--- config.mk ---
export PLATFORM = sky130hd
export DESIGN_NAME = poc_ctrl
export DESIGN_NICKNAME = d
export VERILOG_FILES = /design/src/rtl/poc_pkg.sv /design/src/rtl/poc_ctrl.sv
export SDC_FILE = /design/constraint.sdc
export NUM_CORES = 1
export LEC_CHECK = 0
export BUFFER_PORTS_ARGS = -buffer_cell sky130_fd_sc_hd__buf_2
export CORE_MARGIN = 2
export CORE_UTILIZATION = 51
export CTS_CLUSTER_DIAMETER = 100
export CTS_CLUSTER_SIZE = 25
export DETAILED_ROUTE_END_ITERATION = 10
export PLACE_DENSITY_LB_ADDON = 0.12
export SLEW_MARGIN = 20
export SYNTH_ARGS = -nofsm -noshare
export SYNTH_HDL_FRONTEND = slang
export SYNTH_SLANG_ARGS = --single-unit
--- constraint.sdc ---
create_clock -name clk -period 2.75 [get_ports clk]
set_clock_uncertainty 0.05 [all_clocks]
set_input_delay 0.1375 -clock clk [delete_from_list [all_inputs] [get_ports clk]]
set_output_delay 0.1375 -clock clk [all_outputs]
set_load 0.005 [all_outputs]
--- src/rtl/poc_pkg.sv ---
// Shared constants, codes and control types for the periodic overlap check unit.
// Depends on nothing; every other file in rtl/ imports it.
package poc_pkg;

  localparam int unsigned DEF_MAX_BEADS  = 1024;
  localparam int unsigned DEF_COORD_BITS = 24;

  localparam int unsigned BOX_W     = 23;  // box length, unsigned Q11.12
  localparam int unsigned ACT_W     = 11;  // active bead count
  localparam int unsigned IDX_W     = 10;  // bead index field
  localparam int unsigned DIAM_W    = 16;  // diameter, unsigned Q4.12
  localparam int unsigned CNT_W     = 10;  // clear count field
  localparam int unsigned CFG_IDX_W = 2;

  localparam logic [CNT_W-1:0] COUNT_MAX = {CNT_W{1'b1}};

  typedef enum logic {
    OP_WRITE = 1'b0,
    OP_QUERY = 1'b1
  } opcode_t;

  typedef enum logic [CFG_IDX_W-1:0] {
    CFG_BOX_X  = 2'd0,
    CFG_BOX_Y  = 2'd1,
    CFG_BOX_Z  = 2'd2,
    CFG_ACTIVE = 2'd3
  } cfg_reg_t;

  typedef struct packed {
    logic [BOX_W-1:0] x;
    logic [BOX_W-1:0] y;
    logic [BOX_W-1:0] z;
  } box_cfg_t;

  // Controller to datapath
  typedef struct packed {
    logic wr_en;       // write bead store at mem_addr
    logic rd_en;       // read bead store at mem_addr
    logic walk_valid;  // the read entry is a bead to test
    logic load_self;   // capture queried bead, clear the counters
    logic load_out;    // load the result register
    logic zero_out;    // result is 0/0 (write or index beyond store)
  } poc_cmd_t;

  // Datapath to controller
  typedef struct packed {
    logic pipe_busy;
  } poc_stat_t;

endpackage

--- src/rtl/poc_ctrl.sv ---
// Controller: input handshake, walk sequencing over the bead store, result valid.
// Depends on poc_pkg; commands poc_datapath.
module poc_ctrl #(
  parameter int unsigned MAX_BEADS = poc_pkg::DEF_MAX_BEADS
) (
  input  logic                          clk,
  input  logic                          rst_n,
  input  logic                          in_valid,
  output logic                          in_stall,
  input  logic                          in_opcode,
  input  logic [poc_pkg::IDX_W-1:0]     in_bead_index,
  input  logic [poc_pkg::ACT_W-1:0]     active_beads,
  output logic                          out_valid,
  input  logic                          out_stall,
  output logic [$clog2(MAX_BEADS)-1:0]  mem_addr,
  output poc_pkg::poc_cmd_t             cmd,
  input  poc_pkg::poc_stat_t            stat
);
  import poc_pkg::*;

  localparam int unsigned AW = $clog2(MAX_BEADS);

  typedef enum logic [2:0] {
    S_IDLE,
    S_RD_SELF,
    S_LD_SELF,
    S_WALK,
    S_DRAIN,
    S_FINISH
  } state_t;

  state_t           state_r, state_nxt;
  logic [ACT_W-1:0] k_r, k_nxt;
  logic [ACT_W-1:0] n_r, n_nxt;
  logic [IDX_W-1:0] idx_r, idx_nxt;
  logic             zero_r, zero_nxt;
  logic             out_valid_r, out_valid_nxt;
  logic [ACT_W-1:0] n_lim;
  logic             in_range;

  assign n_lim    = (32'(active_beads) > 32'(MAX_BEADS)) ? ACT_W'(MAX_BEADS) : active_beads;
  assign in_range = (32'(in_bead_index) < 32'(MAX_BEADS));

  always_comb begin
    state_nxt     = state_r;
    k_nxt         = k_r;
    n_nxt         = n_r;
    idx_nxt       = idx_r;
    zero_nxt      = zero_r;
    out_valid_nxt = out_valid_r & out_stall;
    cmd           = '0;
    mem_addr      = AW'(k_r);
    case (state_r)
      S_IDLE: begin
        mem_addr = AW'(in_bead_index);
        if (in_valid) begin
          idx_nxt = in_bead_index;
          n_nxt   = n_lim;
          if (!in_range) begin
            zero_nxt  = 1'b1;
            state_nxt = S_FINISH;
          end else if (in_opcode == OP_WRITE) begin
            cmd.wr_en = 1'b1;
            zero_nxt  = 1'b1;
            state_nxt = S_FINISH;
          end else begin
            zero_nxt  = 1'b0;
            state_nxt = S_RD_SELF;
          end
        end
      end
      S_RD_SELF: begin
        mem_addr   = AW'(idx_r);
        cmd.rd_en  = 1'b1;
        state_nxt  = S_LD_SELF;
      end
      S_LD_SELF: begin
        cmd.load_self = 1'b1;
        k_nxt         = '0;
        state_nxt     = (n_r == '0) ? S_FINISH : S_WALK;
      end
      S_WALK: begin
        cmd.rd_en      = 1'b1;
        // skip the queried bead itself
        cmd.walk_valid = (k_r != {1'b0, idx_r});
        if (k_r == n_r - 1'b1) begin
          state_nxt = S_DRAIN;
        end else begin
          k_nxt = k_r + 1'b1;
        end
      end
      S_DRAIN: begin
        if (!stat.pipe_busy) begin
          state_nxt = S_FINISH;
        end
      end
      S_FINISH: begin
        if (!out_valid_r || !out_stall) begin
          cmd.load_out  = 1'b1;
          cmd.zero_out  = zero_r;
          out_valid_nxt = 1'b1;
          state_nxt     = S_IDLE;
        end
      end
      default: begin
        state_nxt = S_IDLE;
      end
    endcase
  end

  always_ff @(posedge clk) begin
    if (!rst_n) begin
      state_r     <= S_IDLE;
      out_valid_r <= 1'b0;
      k_r         <= '0;
      n_r         <= '0;
      idx_r       <= '0;
      zero_r      <= 1'b0;
    end else begin
      state_r     <= state_nxt;
      out_valid_r <= out_valid_nxt;
      k_r         <= k_nxt;
      n_r         <= n_nxt;
      idx_r       <= idx_nxt;
      zero_r      <= zero_nxt;
    end
  end

  assign in_stall  = (state_r != S_IDLE);
  assign out_valid = out_valid_r;

  a_walk_in_range: assert property (@(posedge clk) disable iff (!rst_n)
    state_r == S_WALK |-> k_r < n_r)
    else $error("walk index beyond active bead count");

  a_finish_drained: assert property (@(posedge clk) disable iff (!rst_n)
    state_r == S_FINISH |-> !stat.pipe_busy)
    else $error("result taken while pipeline still holds beads");

  a_valid_from_finish: assert property (@(posedge clk) disable iff (!rst_n)
    $rose(out_valid_r) |-> $past(state_r == S_FINISH))
    else $error("result raised outside the finish state");

endmodule

# Yosys cells after proc, flatten, opt, wreduce, memory -nomap -nowiden
# Cells that the tools add are included.
[word_totals]
ff_bits = 37
output_inout_bits = 18
word_cells = 54
[op_classes]
addsub = 2
magnitude_cmp = 1
n_eq_ne = 12
n_mux = 21
bitwise_logic = 1
n_reduce_logical = 11
[op_table]
columns = ["cell", "count"]
rows = [
  ["2-to-1 mux 11 bit", 2],
  ["one-hot mux 11 bit (2 select lines)", 1],
  ["one-hot mux 10 bit (2 select lines)", 1],
  ["2-to-1 mux 3 bit", 6],
  ["one-hot mux 3 bit (6 select lines)", 1],
  ["adder 11 x 1 -> 11 bit (second input constant)", 1],
  ["equality test 11 bit", 1],
  ["greater-than comparator 11 bit (second input constant)", 1],
  ["zero test 11 bit", 1],
  ["inequality test 11 x 10 -> 1 bit", 1],
  ["subtractor 11 x 1 -> 11 bit (second input constant)", 1],
  ["inequality test 2 bit (second input constant)", 5],
  ["2-to-1 mux 1 bit", 8],
  ["equality test 3 x 2 -> 1 bit (second input constant)", 2],
  ["equality test 3 bit (second input constant)", 2],
  ["2-to-1 mux 2 bit", 2],
  ["AND reduction 2 bit", 2],
  ["AND reduction 4 bit", 1],
  ["equality test 3 x 1 -> 1 bit (second input constant)", 1],
  ["zero test 3 bit", 1],
  ["nonzero test 3 bit", 1],
  ["zero test 1 bit", 2],
  ["nonzero test 2 bit", 1],
  ["OR reduction 2 bit", 1],
  ["2 further kinds", 2],
]

# Longest topological paths before layout
[depth]
depth_word = 4
mapped_depth = 10
ltp_nobuf = 9

# Worst setup path before layout
# OpenSTA, ideal clock, no wires.
[synth_path]
path_kind = "reg2reg"
from = "register n_r[0]"
to = "register k_r[7]"
setup_ns = 0.074
arrival_time_ns = 2.395
t_required_ns = 2.626
path_slack_ns = 0.231
path_stages_with_launch = 10
path_buffers = 0
period_less_slack_ns = 2.519
cell_sequence = "dfxtp_1 inv_1 ha_1 or3b_2 o311ai_0 nor3_1 nand3_1 nor3b_4 or4b_2 a31oi_1"
[synth_via]
elab_chain_len = 4
[synth_rtl]
columns = ["element", "line", "rtl"]
rows = [
  ["start: declaration", "poc_ctrl.sv:34", "logic [ACT_W-1:0] n_r, n_nxt;"],
  ["start signal: assignment", "poc_ctrl.sv:123", "n_r <= n_nxt;"],
  ["subtractor 11 x 1 -> 11 bit", "poc_ctrl.sv:86", "if (k_r == n_r - 1'b1) begin"],
  ["equality test 11 bit", "poc_ctrl.sv:86", ""],
  ["inequality test 2 bit (no source line)", "n/a", ""],
  ["AND reduction 2 bit (no source line)", "n/a", ""],
  ["end signal: assignment", "poc_ctrl.sv:122", "k_r <= k_nxt;"],
  ["end: declaration", "poc_ctrl.sv:33", "logic [ACT_W-1:0] k_r, k_nxt;"],
]
# Every way passes these cells.
# A chain may end at the register's enable or synchronous reset.

# Final worst setup path
[layout_path]
from = "register n_r[0]"
to = "register k_r[1]"
# The elaborated chain is that of the path after synthesis.

==> impl_metrics.ini <==
[synth]
yosysUniqueCellTypes = 50
ys_warn_count = 0
syn-num-nets = 353
synth_edf_count = 0
avgSynthCellArea_sq_um = 7.53
syn_inst = 323
synth_seq_cells = 37
ys.flop_type = dfxtp_1
yosysSeqAreaShare = 0.304
async_flop_share = 0
synth_area_sq_mm = 0.00243

[cts]
clkLatencyLatePin_ps = 300
clock-sinks = 37
cts_made_buffers = 5
clockBufferDepth = 2
cts_max_level = 2
path_clk_slew_ps = 80
clock-root-buffer = clkbuf_8
cts_tree = done

[sta]
period_share = 0.961
max_freq_mhz = 378
fin_hold_ws_ps = 30.1
slew_violations = 0
slew_headroom = 0.626
fin_setup_tns_ps = 0
rsz0062_at_grt = no
fin_ws_ps = 106
setup_viol = 0
hold_viol_final = 0
tightestPinTransition_ps = 561
min_period_ps = 2640

[detailed_routing]
routed_wl_um = 6490
drtPass1Iterations = 4
antenna_left = 0
avgRoutedWirePerCell_um = 15.6
drc_errors = 0
vias = 2421
drtIter0Drc = 146
vias_per_cell = 5.82

[final_layout]
nets = 391
drive_gt1_frac = 0.215
fill_cells = 438
insertedDiodeCount = 0
final_cell_area_sq_mm = 0.00285
area_delta_synth_final_pct = 17.3
final_common_cell = nand2_1
final_cell_mix = 58 x nand2_1, 44 x buf_2, 37 x dfxtp_1

[critical_path]
r2r_cells = 8
slowest_stage = or4_4
cp_cell_sequence = or4_4 -> or4b_1 -> a21boi_2 -> a21oi_2 -> nor3b_4 -> buf_6 -> mux2i_1 -> o21ai_1
crit_fanout = 13
rrSetupSlack_ps = 110
arrival_ps = 2780
path_buf_inv = 1
critPathTopFamily = simple AND/OR/NAND/NOR gates
worstSetupStartpointType = flip-flop
r2r_start = n_r[0]$_SDFFE_PN0P_
max_stage_delay_ps = 590
r2r-end = k_r[1]$_SDFFE_PN0P_
critical_path_class = reg -> reg
worstPathRequired_ps = 2890
cp-startpoint = n_r[0]$_SDFFE_PN0P_
end_kind = flip-flop

[global_route]
grt_pass1_vias = 2124
grt_util_all_layers = 0.248
grt_max_degree = 25
grt_first_pass_wirelength_um = 10300
antenna_found_initial = 0
overflow = 0

[power]
p_per_area_mw_per_mm2 = 704
p_leak_nw = 1.11
ir_worst_vdd_mv = 0.411

[floorplan]
die_w_um = 73.1
core_sq_mm = 0.00466
dieArea_sq_mm = 0.00534
fp-row-count = 25
initial_core_util = 0.522
io_pins = 45
die_height_um = 73.1

[run]
maxCapViolations = 0

[placement]
gp_congestion = 0.903
pre_cts_ws_ps = 88.7
portBuffers = 44
hpwl_um = 4640
place_area_sq_mm = 0.00270

[hold_path]
min_path_type = in -> reg
hold_start = in_bead_index[0]
hold_depth = 3
hold_end = idx_r[0]$_SDFFE_PN0P_

[outcome]
status = complete, no violations
==> sequential cells by signal (all words and copies together), names as in the netlist <==
| name | count |
|---|---|
| state_r | 3 |
| k_r | 11 |
| out_valid | 1 |
| n_r | 11 |
| zero_r | 1 |
| idx_r | 10 |
==> routing by layer <==
| layer | GRT usage | part of all wire |
|---|---|---|
| met1 | 0.329 | 0.44 |
| met2 | 0.392 | 0.46 |
| met3 | 0.0525 | 0.072 |
| met4 | 0.0947 | 0.020 |
| met5 | 0 | 0 |
==> power by group <==
group	internal, mW	switching [mW]	leakage (nW)
Clock	0.295	0.213	0.0574
Combinational	0.356	0.453	0.750
Sequential	0.597	0.0948	0.301
Total	1.25	0.761	1.11
==> cell type report <==
cell class              count  area, sq um  share of cell area
clock buffers               6         82.6              0.0289
multi-input cells         251         1560               0.548
repair buffers             59          337               0.118
inverters                   7         26.3             0.00921
well taps                  54         67.6              0.0237
flip-flops and latches     37          741               0.260
clock inverters             2         37.5              0.0132
==> synthesized netlist by cell type (all sizes together) (3+ instances only) <==
master,instances,area share
nand2,58,0.089
dfxtp,37,0.30
a21oi,32,0.067
clkbuf,19,0.029
o21ai,18,0.037
nand3,17,0.035
xnor2,14,0.050
nor2,13,0.020
mux2i,12,0.049
nand3b,11,0.034
xor2,11,0.040
buf,9,0.020
or4,8,0.028
inv,7,0.011
a31oi,6,0.015
nor3,6,0.012
or3,4,0.010
and2,3,0.0077
ha,3,0.015
nor4,3,0.010
o2111ai,3,0.011
o311ai,3,0.011
or4b,3,0.012
==> metrics by stage <==
| stage | cells | power (mW) | utilization |
|---|---|---|---|
| 2_1_floorplan | 323 | 1.24 | - |
| 3_3_place_gp | 406 | 1.47 | 0.579 |
| 3_5_place_dp | 406 | 1.47 | 0.579 |
| 4_1_cts | 414 | 1.98 | 0.605 |
| 5_1_grt | 416 | 2.13 | 0.612 |
| 6_report | 416 | 2.01 | 0.612 |
==> what timing repair did <==
item	in CTS	in global routing
setup endpoints to repair	0	5
hold buffers	0	0
gates resized for setup	0	6
buffers inserted	0	2
==> worst reg2reg max path, delay by kind of cell (launching register included) <==
| kind | cells | cell delay [ps] |
|---|---|---|
| muxes | 1 | 190 |
| buffers and inverters | 1 | 190 |
| and+or+nand+nor | 3 | 1390 |
| DFF | 1 | 370 |
| AOI/OAI and AO/OA | 3 | 360 |
==> cells by family (layout without fill, tap and decap cells) <==
kind of cell,count (synthesis),in the layout,share of synthesized area
and+or+nand+nor,138,138,0.301
AOI/OAI and AO/OA,73,73,0.179
DFF,37,37,0.304
buffers and inverters,35,74,0.0602
xor gates and xnor gates,25,25,0.0900
muxes,12,12,0.0494
adders and majority gates,3,3,0.0154
==> worst max path at each step <==
stage / end / slack (ps) / depth (start not counted)
2_1_floorplan: k_r[7]$_SDFFE_PN0P_ / 230 / 9
3_3_place_gp: k_r[4]$_SDFFE_PN0P_ / 160 / 10
3_5_place_dp: k_r[7]$_SDFFE_PN0P_ / 90 / 9
4_1_cts: k_r[7]$_SDFFE_PN0P_ / 40 / 9
5_1_grt: k_r[7]$_SDFFE_PN0P_ / 20 / 8
6_report: k_r[1]$_SDFFE_PN0P_ / 110 / 8
Power figures use the tool's default switching activity.
